### src/rtl/core/krt_pkg.sv
// Types and constants shared by the keyed record table files.
package krt_pkg;

  localparam int KRT_DEPTH = 64;
  localparam int KEY_W     = 32;
  localparam int MIN_W     = 10;
  localparam int SEC_W     = 6;
  localparam int REQ_W     = 3;
  localparam int STAT_W    = 3;
  localparam logic [SEC_W-1:0] SEC_MAX = SEC_W'(59);

  typedef enum logic [REQ_W-1:0] {
    REQ_INSERT = 3'd0,
    REQ_LOOKUP = 3'd1,
    REQ_UPDATE = 3'd2,
    REQ_DELETE = 3'd3,
    REQ_LIST   = 3'd4,
    REQ_CLEAR  = 3'd5
  } req_kind_t;

  typedef enum logic [STAT_W-1:0] {
    ST_OK        = 3'd0,
    ST_NOT_FOUND = 3'd1,
    ST_DUP       = 3'd2,
    ST_FULL      = 3'd3,
    ST_BAD_DUR   = 3'd4,
    ST_EMPTY     = 3'd5,
    ST_KEPT      = 3'd6
  } status_t;

  typedef enum logic [2:0] {
    S_IDLE,
    S_SCAN,
    S_SHIFT,
    S_LRD,
    S_LEMIT,
    S_RESP
  } state_t;

  typedef struct packed {
    logic [KEY_W-1:0] key;
    logic [MIN_W-1:0] mins;
    logic [SEC_W-1:0] secs;
  } entry_t;

  typedef struct packed {
    status_t          status;
    logic [KEY_W-1:0] key;
    logic [MIN_W-1:0] mins;
    logic [SEC_W-1:0] secs;
    logic             last;
  } rsp_t;

endpackage

### src/rtl/core/krt_req_if.sv
// Request channel of the keyed record table.
interface krt_req_if
  import krt_pkg::*;
();
  logic                     valid;
  logic                     ready;
  logic [REQ_W-1:0]         req_type;
  logic signed [KEY_W-1:0]  record_key;
  logic [MIN_W-1:0]         dur_minutes;
  logic [SEC_W-1:0]         dur_seconds;

  modport source (output valid, req_type, record_key, dur_minutes, dur_seconds,
                  input ready);
  modport sink   (input valid, req_type, record_key, dur_minutes, dur_seconds,
                  output ready);
endinterface

### src/rtl/core/krt_rsp_if.sv
// Result channel of the keyed record table.
interface krt_rsp_if
  import krt_pkg::*;
();
  logic                     valid;
  logic                     ready;
  logic [STAT_W-1:0]        status;
  logic signed [KEY_W-1:0]  entry_key;
  logic [MIN_W-1:0]         out_minutes;
  logic [SEC_W-1:0]         out_seconds;
  logic                     last;

  modport source (output valid, status, entry_key, out_minutes, out_seconds, last,
                  input ready);
  modport sink   (input valid, status, entry_key, out_minutes, out_seconds, last,
                  output ready);
endinterface

### src/rtl/core/keyed_record_table.sv
// Keyed record table: ordered records in one synchronous memory, scanned per request.
//
//   channel | dir | handshake   | words per request
//   --------+-----+-------------+-----------------------------------------
//   req     | in  | valid/ready | one
//   rsp     | out | valid/ready | one, or one per record for list
//
// One request at a time; req.ready is high in idle, also while a result waits.
// Key search reads one entry a cycle; a delete then shifts the tail down one
// slot, and S_RESP posts the result. List reads and emits each record in
// turn through the single read port. rst empties the table at once.
// A stalled rsp holds the output register and stops the sequencer at its
// next result word.
module keyed_record_table
  import krt_pkg::*;
#(
  parameter int DEPTH = KRT_DEPTH
) (
  input  logic     clk,
  input  logic     rst,
  krt_req_if.sink  req,
  krt_rsp_if.source rsp
);

  localparam int AW = (DEPTH > 1) ? $clog2(DEPTH) : 1;
  localparam int CW = $clog2(DEPTH + 1);

  entry_t            mem [DEPTH];
  entry_t            rd_data;

  state_t            state, state_next;
  logic [CW-1:0]     cnt, cnt_next;
  logic [CW-1:0]     ptr, ptr_next;
  logic [CW-1:0]     pend_idx, pend_idx_next;
  logic              pend, pend_next;
  req_kind_t         kind, kind_next;
  entry_t            arg, arg_next;
  rsp_t              res, res_next;
  rsp_t              out_q, out_next;
  logic              out_vld, out_vld_next;

  logic              we;
  logic [AW-1:0]     wa;
  entry_t            wd;

  logic              accept, can_load, more, hit, full, empty, arg_ok, list_last;

  assign req.ready = (state == S_IDLE);
  assign accept    = req.valid && req.ready;
  assign can_load  = !out_vld || rsp.ready;
  assign more      = ptr < cnt;
  assign hit       = pend && (rd_data.key == arg.key);
  assign full      = cnt == CW'(DEPTH);
  assign empty     = cnt == '0;
  assign arg_ok    = arg.secs <= SEC_MAX;
  assign list_last = CW'(ptr + CW'(1)) == cnt;

  always_ff @(posedge clk) begin
    if (we) begin
      mem[wa] <= wd;
    end
    rd_data <= mem[ptr[AW-1:0]];
  end

  always_comb begin
    state_next = state;
    case (state)
      S_IDLE: begin
        if (accept) begin
          case (req_kind_t'(req.req_type))
            REQ_INSERT: state_next = full ? S_RESP : S_SCAN;
            REQ_LOOKUP, REQ_UPDATE, REQ_DELETE: state_next = empty ? S_RESP : S_SCAN;
            REQ_LIST:   state_next = empty ? S_RESP : S_LRD;
            default:    state_next = S_RESP;
          endcase
        end
      end
      S_SCAN: begin
        if (hit) begin
          state_next = (kind == REQ_DELETE) ? S_SHIFT : S_RESP;
        end else if (!pend && !more) begin
          state_next = S_RESP;
        end
      end
      S_SHIFT: begin
        if (!pend && !more) begin
          state_next = S_RESP;
        end
      end
      S_LRD: state_next = S_LEMIT;
      S_LEMIT: begin
        if (can_load) begin
          state_next = list_last ? S_IDLE : S_LRD;
        end
      end
      S_RESP: begin
        if (can_load) begin
          state_next = S_IDLE;
        end
      end
      default: state_next = S_IDLE;
    endcase
  end

  always_comb begin
    cnt_next      = cnt;
    ptr_next      = ptr;
    pend_next     = pend;
    pend_idx_next = pend_idx;
    kind_next     = kind;
    arg_next      = arg;
    res_next      = res;
    out_next      = out_q;
    out_vld_next  = out_vld && !rsp.ready;
    we            = 1'b0;
    wa            = ptr[AW-1:0];
    wd            = arg;
    case (state)
      S_IDLE: begin
        if (accept) begin
          kind_next     = req_kind_t'(req.req_type);
          arg_next.key  = req.record_key;
          arg_next.mins = req.dur_minutes;
          arg_next.secs = req.dur_seconds;
          ptr_next      = '0;
          pend_next     = 1'b0;
          res_next      = '{status: ST_OK, key: '0, mins: '0, secs: '0, last: 1'b1};
          case (req_kind_t'(req.req_type))
            REQ_INSERT: begin
              if (full) begin
                res_next.status = ST_FULL;
              end
            end
            REQ_LOOKUP, REQ_UPDATE, REQ_DELETE, REQ_LIST: begin
              if (empty) begin
                res_next.status = ST_EMPTY;
              end
            end
            REQ_CLEAR: cnt_next = '0;
            default: ;
          endcase
        end
      end
      S_SCAN: begin
        if (hit) begin
          pend_next = 1'b0;
          case (kind)
            REQ_INSERT: res_next.status = ST_DUP;
            REQ_LOOKUP: begin
              res_next.key  = rd_data.key;
              res_next.mins = rd_data.mins;
              res_next.secs = rd_data.secs;
            end
            REQ_UPDATE: begin
              res_next.key = rd_data.key;
              if (arg_ok) begin
                we            = 1'b1;
                wa            = pend_idx[AW-1:0];
                wd            = arg;
                res_next.mins = arg.mins;
                res_next.secs = arg.secs;
              end else begin
                res_next.status = ST_KEPT;
                res_next.mins   = rd_data.mins;
                res_next.secs   = rd_data.secs;
              end
            end
            default: ;
          endcase
        end else if (more) begin
          pend_next     = 1'b1;
          pend_idx_next = ptr;
          ptr_next      = CW'(ptr + CW'(1));
        end else if (pend) begin
          pend_next = 1'b0;
        end else if (kind == REQ_INSERT) begin
          if (arg_ok) begin
            we       = 1'b1;
            wa       = cnt[AW-1:0];
            wd       = arg;
            cnt_next = CW'(cnt + CW'(1));
          end else begin
            res_next.status = ST_BAD_DUR;
          end
        end else begin
          res_next.status = ST_NOT_FOUND;
        end
      end
      S_SHIFT: begin
        if (pend) begin
          we = 1'b1;
          wa = AW'(pend_idx - CW'(1));
          wd = rd_data;
        end
        if (more) begin
          pend_next     = 1'b1;
          pend_idx_next = ptr;
          ptr_next      = CW'(ptr + CW'(1));
        end else begin
          pend_next = 1'b0;
        end
        if (!pend && !more) begin
          cnt_next = CW'(cnt - CW'(1));
        end
      end
      S_LEMIT: begin
        if (can_load) begin
          out_vld_next = 1'b1;
          out_next     = '{status: ST_OK, key: rd_data.key, mins: rd_data.mins,
                           secs: rd_data.secs, last: list_last};
          ptr_next     = CW'(ptr + CW'(1));
        end
      end
      S_RESP: begin
        if (can_load) begin
          out_vld_next = 1'b1;
          out_next     = res;
        end
      end
      default: ;
    endcase
  end

  always_ff @(posedge clk) begin
    if (rst) begin
      state   <= S_IDLE;
      cnt     <= '0;
      ptr     <= '0;
      pend    <= 1'b0;
      out_vld <= 1'b0;
    end else begin
      state   <= state_next;
      cnt     <= cnt_next;
      ptr     <= ptr_next;
      pend    <= pend_next;
      out_vld <= out_vld_next;
    end
    pend_idx <= pend_idx_next;
    kind     <= kind_next;
    arg      <= arg_next;
    res      <= res_next;
    out_q    <= out_next;
  end

  assign rsp.valid       = out_vld;
  assign rsp.status      = out_q.status;
  assign rsp.entry_key   = out_q.key;
  assign rsp.out_minutes = out_q.mins;
  assign rsp.out_seconds = out_q.secs;
  assign rsp.last        = out_q.last;

endmodule

### src/flat_wrapper.sv
// flat-port wrapper written by rule: the top's interface ports become plain ports
module keyed_record_table_flat import krt_pkg::*;
#(
  parameter int DEPTH = KRT_DEPTH
)
  (clk, rst, req_valid, req_req_type, req_record_key, req_dur_minutes, req_dur_seconds, req_ready, rsp_valid, rsp_status, rsp_entry_key, rsp_out_minutes, rsp_out_seconds, rsp_last, rsp_ready);
  krt_req_if req_i ();
  krt_rsp_if rsp_i ();
  input  logic clk;
  input  logic rst;
  input wire logic [$bits(req_i.valid)-1:0] req_valid;
  input wire logic [$bits(req_i.req_type)-1:0] req_req_type;
  input wire logic [$bits(req_i.record_key)-1:0] req_record_key;
  input wire logic [$bits(req_i.dur_minutes)-1:0] req_dur_minutes;
  input wire logic [$bits(req_i.dur_seconds)-1:0] req_dur_seconds;
  output wire logic [$bits(req_i.ready)-1:0] req_ready;
  output wire logic [$bits(rsp_i.valid)-1:0] rsp_valid;
  output wire logic [$bits(rsp_i.status)-1:0] rsp_status;
  output wire logic [$bits(rsp_i.entry_key)-1:0] rsp_entry_key;
  output wire logic [$bits(rsp_i.out_minutes)-1:0] rsp_out_minutes;
  output wire logic [$bits(rsp_i.out_seconds)-1:0] rsp_out_seconds;
  output wire logic [$bits(rsp_i.last)-1:0] rsp_last;
  input wire logic [$bits(rsp_i.ready)-1:0] rsp_ready;
  assign req_i.valid = req_valid;
  assign req_i.req_type = req_req_type;
  assign req_i.record_key = req_record_key;
  assign req_i.dur_minutes = req_dur_minutes;
  assign req_i.dur_seconds = req_dur_seconds;
  assign req_ready = req_i.ready;
  assign rsp_valid = rsp_i.valid;
  assign rsp_status = rsp_i.status;
  assign rsp_entry_key = rsp_i.entry_key;
  assign rsp_out_minutes = rsp_i.out_minutes;
  assign rsp_out_seconds = rsp_i.out_seconds;
  assign rsp_last = rsp_i.last;
  assign rsp_i.ready = rsp_ready;
  keyed_record_table #(.DEPTH(DEPTH)) u_core (.clk(clk), .rst(rst), .req(req_i), .rsp(rsp_i));
endmodule
### config.mk
export PLATFORM = sky130hd
export DESIGN_NAME = keyed_record_table_flat
export DESIGN_NICKNAME = d
export VERILOG_FILES = /design/src/rtl/core/krt_pkg.sv /design/src/rtl/core/krt_req_if.sv /design/src/rtl/core/krt_rsp_if.sv /design/src/rtl/core/keyed_record_table.sv /design/src/flat_wrapper.sv
export SDC_FILE = /design/constraint.sdc
export NUM_CORES = 2
export LEC_CHECK = 0
export ABC_AREA = 1
export BUFFER_PORTS_ARGS = -buffer_cell sky130_fd_sc_hd__buf_2
export CORE_MARGIN = 10
export CORE_UTILIZATION = 40
export DETAILED_ROUTE_END_ITERATION = 8
export PLACE_DENSITY = 0.61
export SLEW_MARGIN = 40
export SYNTH_ARGS = -nofsm -noshare
export SYNTH_HDL_FRONTEND = slang
export SYNTH_SLANG_ARGS = --single-unit
export TNS_END_PERCENT = 10
### constraint.sdc
create_clock -name clk -period 6.5 [get_ports clk]
set_input_delay 0.325 -clock clk [delete_from_list [all_inputs] [get_ports clk]]
set_output_delay 0.325 -clock clk [all_outputs]
set_load 0.01 [all_outputs]
## Yosys cells after proc, flatten, opt, wreduce, memory -nomap -nowiden

Memory sizes are Yosys's and may differ from the RTL's. A register that Yosys moved wholly into a read port is not among the register bits.
Cells that the tools add are included.

- Add/sub/neg operators: 4
- Magnitude comparators: 2
- Equality and inequality tests: 33
- Muxes and demuxes: 74
- Reduce and logical (&&, ||, !) cells: 30

Operators with widths:

| cell | number |
|---|---|
| $mux 52 | 3 |
| $mux 48 | 3 |
| $pmux 52 s2 | 1 |
| $pmux 51 s2 | 1 |
| $mux 7 | 14 |
| $pmux 48 s2 | 1 |
| $mux 3 | 16 |
| $mux 6 | 8 |
| $eq 32x32->1 | 1 |
| $pmux 7 s4 | 1 |
| $pmux 7 s3 | 1 |
| $eq 3x2->1 const B | 6 |
| $pmux 3 s6 | 1 |
| $mux 16 | 1 |
| $add 7x1->7 const B | 2 |
| $mux 1 | 14 |
| $pmux 7 s2 | 1 |
| $eq 3x3->1 const B | 4 |
| $ne 2x1->1 const B | 6 |
| $pmux 3 s2 | 2 |
| $pmux 6 s2 | 1 |
| $ne 2x2->1 const B | 5 |
| $eq 3x1->1 const B | 3 |
| $logic_not 3->1 | 3 |
| 28 further kinds | 44 |

- Register bits: 180
- RAM bits: 3072
- Input bits: 55
- Logic and storage cells: 163
- Memories kept: 1

Memories:

| memory | words | bits a word | rd ports | clocked after memory_dff | write ports | line | RTL |
|---|---|---|---|---|---|---|---|
| u_core.mem | 64 | 48 | 1 | 1 | 1 | keyed_record_table.sv:28 | `entry_t mem [DEPTH];` |

## Longest topological paths before layout

- Word-level depth: 9
- Gate-level depth with buffers: 21
- Depth with buffers taken out: 16

## Worst setup path before layout

OpenSTA, ideal clock, no wires.

- Kind: register to register
- Start point: reg u_core.state[0]
- End point: reg u_core.res[10] in the netlist's numbering, enable pin
- Setup time: 0.513 ns
- Arrival time: 6.656 ns
- Slack: -0.669 ns
- Cell stages (with the launch flop): 8
- Period minus slack after synthesis: 7.169 ns
- Cell sequence: dfxtp_1 -> inv_1 -> nand2_1 -> nor2_1 -> inv_1 -> nor2_1 -> nor2_1 -> nor3_1

- Cells in the longest elaborated chain, start to end: 4

Ends and longest elaborated chain:

| element | line | RTL |
|---|---|---|
| from (decl) | keyed_record_table.sv:31 | `state_t state, state_next;` |
| from (signal assigned) | keyed_record_table.sv:232 | `state <= state_next;` |
| $logic_not 3->1 * | keyed_record_table.sv:48 | `assign req.ready = (state == S_IDLE);` |
| named net req_ready | flat_wrapper.sv:16 | `output wire logic [$bits(req_i.ready)-1:0] req_ready;` |
| $logic_and 1x1->1 | keyed_record_table.sv:49 | `assign accept = req.valid && req.ready;` |
| $ne 2x2->1 (no line) | - |  |
| $reduce_and 4->1 (no line) * | - |  |
| to (signal assigned) | keyed_record_table.sv:241 | `res <= res_next;` |
| to (decl) | keyed_record_table.sv:38 | `rsp_t res, res_next;` |

Mark *: on every way through the listed nets, which the timed path passes. The rest lies on a longest branch.
A chain may end at the register's enable or synchronous reset.

## Final worst setup path

- Start point: reg u_core.ptr[0]
- End point: mem u_core.mem[44][46] in the netlist's numbering, enable pin

- Cells in the longest elaborated chain, start to end: 6

Ends and longest elaborated chain:

| element | line | RTL |
|---|---|---|
| from (decl) | keyed_record_table.sv:33 | `logic [CW-1:0] ptr, ptr_next;` |
| from (signal assigned) | keyed_record_table.sv:234 | `ptr <= ptr_next;` |
| $lt 7x7->1 or $mux 6 (tied branches) | keyed_record_table.sv:51, keyed_record_table.sv:177 |  |
| $mux 1 or $mux 6 (tied branches) | keyed_record_table.sv:170, keyed_record_table.sv:176 |  |
| $mux 1 or $mux 6 (tied branches) | keyed_record_table.sv:145, keyed_record_table.sv:174 |  |
| $pmux 1 s2 or $mux 6 (tied branches) | keyed_record_table.sv:118, keyed_record_table.sv:170 |  |
| $mux 1 or $mux 6 (tied branches) | keyed_record_table.sv:59, keyed_record_table.sv:145 |  |
| $mux 1 (implied by the code) or $pmux 6 s2 (tied branches) | keyed_record_table.sv:60, keyed_record_table.sv:118 |  |
| to (decl) | keyed_record_table.sv:28 |  |

Several ways; a longest one is shown, not always the timed one.

==> results.md <==
- Syn Std Cell Area: about 130,000 um2
- Synth area leaders: edfxtp_1 75%, o21ai_0 7.7%, nor2_1 6.1%
- RSZ-0062 raised after global routing: false
- Drt drc: 0
- Tot GR Track Use: 22.3%
- Num CTS Buffers: 340
- Post-Syn Area per Cell: ~13 um2
- DR iter-0 viols: 12,800
- Pwr Density: 374 nW/um2
- Post-CTS setup buffers: 0
- Worst slack, placed: 1.74 ns
- Top Metal Used: met5
- Ys async rst share: 0%
- Cell count after synthesis: 10,200
- # IOs: 109
- IO buf count: 108
- Number of synthesized flops with an enable pin: approximately 3,200
- Vias in the first global route: approximately 81,000
- Maximum vdd ir drop: approximately 0.27 mV
- CTS-repair resized insts: 0
- Cell Chain, Critical Path: inv_8 > ha_1 > nand3b_1 > nand2_1 > nand2_1 > nand2_1 > nand2_1 > o21ai_0 > nand3_1 > nand3_1 > nand2_2 > nor2_2 > nand2_1 > nor2_4 > buf_4
- Filler cells: about 28,000
- Final instance area: roughly 150,000 um2
- Setup crit end kind: flip-flop
- DRT antenna net count: 0
- Top-area cell type share of the netlist area: 74.5%
- Top-count cell post-synth: edfxtp_1
- Synthesized flop and latch total: between 3,000 and 4,000
- Router iterations before antenna repair: 6
- Hold buffers post-CTS: between 50 and 60
- Antenna violations before repair: 42
- Top_reg_cell synth: edfxtp_1
- Dpl hpwl: about 240,000 um
- Layout area overhead: 14.7%
- Longest Clk Path Bufs: 4
- Most frequent CP cell: nand2_1
- Class of the tightest hold or removal check: input port to flip-flop
- Largest net degree at the start of global routing: around 190
- Max Transition Viols Final: 0
- Root Buffer: clkbuf_16
- Setup violators final: 0
- Tmin final: 4.84 ns
- Seq/Total Area, Yosys: between 70% and 80%
- NumNets Final: roughly 10,000
- Commonest cells post-synth: 3,232 x edfxtp_1, 2,103 x nor2_1, 2,001 x o21ai_0, 947 x o22ai_1, 557 x nand2_1
- CTS sink cnt: roughly 3,300
- Post-Route WL: 406,000 um
- Share of layout cells above drive strength 1: 10.3%
- CP Class: flip-flop to flip-flop
- Critical path required time: between 7 and 8 ns
- Via/cell ratio: 5.89
- Delay-heaviest family, CP: simple AND/OR/NAND/NOR gates
- Clock transition at path regs: around 0.06 ns
- Routability cong.: about 0.92
- GR Overflow Total: 0
- DP Area: 137,000 um2
- LEAKAGE: a little under 50 nW
- Slew HR: 33.1%
- Run status: completed
- Die height: about 600 um
- PnR worst setup slack: about 1.7 ns
- Final setup skew: approximately 0.066 ns
- H-tree Lvls: 5
- Yosys warning count: 0
- Starting Density: between 40% and 50%
- Syn nets: slightly above 10,000
- Buf/Inv on CP: 2
- Library cells used by synthesis: 49
- Footprint of the multi-input gates: between 20,000 and 30,000 um2
- Worst-margin pin slew: a little under 1 ns
- Slowest cell on crit path: nor2_4
- # Max-Cap Violations: 0
- Met3 WL: 47,300 um
- Area leader, netlist: edfxtp_1
- Period utilization: between 70% and 80%
- TritonCTS clock tree: done
- Register area: 98,400 um2
- Achievable frequency: between 0.2 and 0.25 GHz
- First-pass GRT wire length: about 580,000 um
- Hold Fails Final Rpt: 0
- Total core area: 324,000 um2
- Met2 routed WL: about 180,000 um
- Later-pin clock latency in the skew report: 0.96 ns
- CP arrival: 5.42 ns
- Critical Path Start Type: flip-flop
- Row cnt: approximately 210
- CP max FO: 95
- Die Wd: between 500 and 600 um
- Met1 WL: about 160,000 um
- Setup TNS: 0 ns
- Via Count: between 80,000 and 90,000
- Routed WL per cell: around 27 um
- Die ar.: 349,000 um2
- Crit-path max cell delay: between 0.8 and 0.9 ns
## path summary, 6_finish.rpt
| kind | start | to | slack [ns] | cells past startpoint |
|---|---|---|---|---|
| setup reg to reg | u_core.ptr[0] | u_core.mem[44][46] | 1.66 | 15 |
| hold reg to reg | u_core.res[43] | u_core.rsp.entry_key[26] | 0.50 | 2 |
| hold / removal | req_dur_minutes[7] | u_core.arg[13] | 0.08 | 2 |
| setup / recovery | u_core.ptr[0] | u_core.mem[44][46] | 1.66 | 15 |
## worst register-to-register path, delay by kind of cell, from the launching register on
| family | cells | cell delay, ns |
|---|---|---|
| AOI/OAI and AO/OA | 1 | 0.26 |
| adders and majority gates | 1 | 0.31 |
| buffers and inverters | 2 | 0.67 |
| DFF | 1 | 0.56 |
| and+or+nand+nor | 11 | 2.71 |
## logic make-up after synthesis
logic type	after synthesis	share of synthesized area (%)
AO/OA/AOI/OAI	3130	13.0
adder cells (fa/ha/maj)	15	0.150
flip-flops	3299	75.5
XOR/XNOR	12	0.0807
AND/OR/NAND/NOR	2839	8.54
buffers and inverters	860	2.67
## registers in the layout (all words and copies together) (netlist names), 3 cells and up
register,cells
u_core.rsp.status,3
u_core.ptr,7
u_core.pend_idx,6
u_core.res,51
u_core.rsp.out_minutes,10
u_core.rsp.entry_key,32
u_core.cnt,7
u_core.mem,3072
u_core.state,3
u_core.rd_data,48
u_core.rsp.out_seconds,6
u_core.kind,3
u_core.arg,48
## power breakdown
group	leakage (nW)	internal [mW]	switching, mW	total [mW]
registers	29.7	25.4	0.457	25.8
logic	13.7	2.31	7.91	10.2
clock network	5.47	11.4	8.32	19.7
## area by class of cell
type | instances | area share, %
clock buffers | 415 | 5.97
diodes | 8 | 0.0134
clock inverters | 209 | 1.58
inverters | 149 | 0.396
multi-input cells | 5996 | 19.8
repair buffers | 462 | 2.75
flip-flops and latches | 3299 | 65.9
well taps | 4325 | 3.62
## stage by stage
step	hold slack, ns	power, mW	util [%]	cells
3_3_place_gp	0.487	36.0	42.2	14200
2_1_floorplan	0.403	31.8	-	10200
6_report	0.0830	55.8	46.1	14900
3_5_place_dp	0.503	36.2	42.3	14200
4_1_cts	0.0282	55.7	46.0	14800
5_1_grt	0.0844	57.6	46.1	14900
## metal layers
| metal | global-route usage (%) | vias up |
|---|---|---|
| met2 | 33.6 | 5132 |
| met1 | 31.8 | 43900 |
| met5 | 0 | - |
| li1 | - | 37800 |
| met3 | 5.27 | 707 |
| met4 | 7.45 | 22 |
## layout by cell type, fill, tap and decap left out, drive strengths merged, types with 12 or more instances in the layout
cell type	n
edfxtp	3232
inv	157
nand3	53
nand2	568
a21oi	112
o21ai	2033
nor3	51
buf	405
ha	14
clkinvlp	12
clkbuf	416
or2	17
clkinv	149
bufinv	40
dfxtp	67
nor2	2109
nand4	33
o22ai	947
o211ai	15
dlygate4sd3	56
No activity file was read; power rests on OpenSTA's default activity.
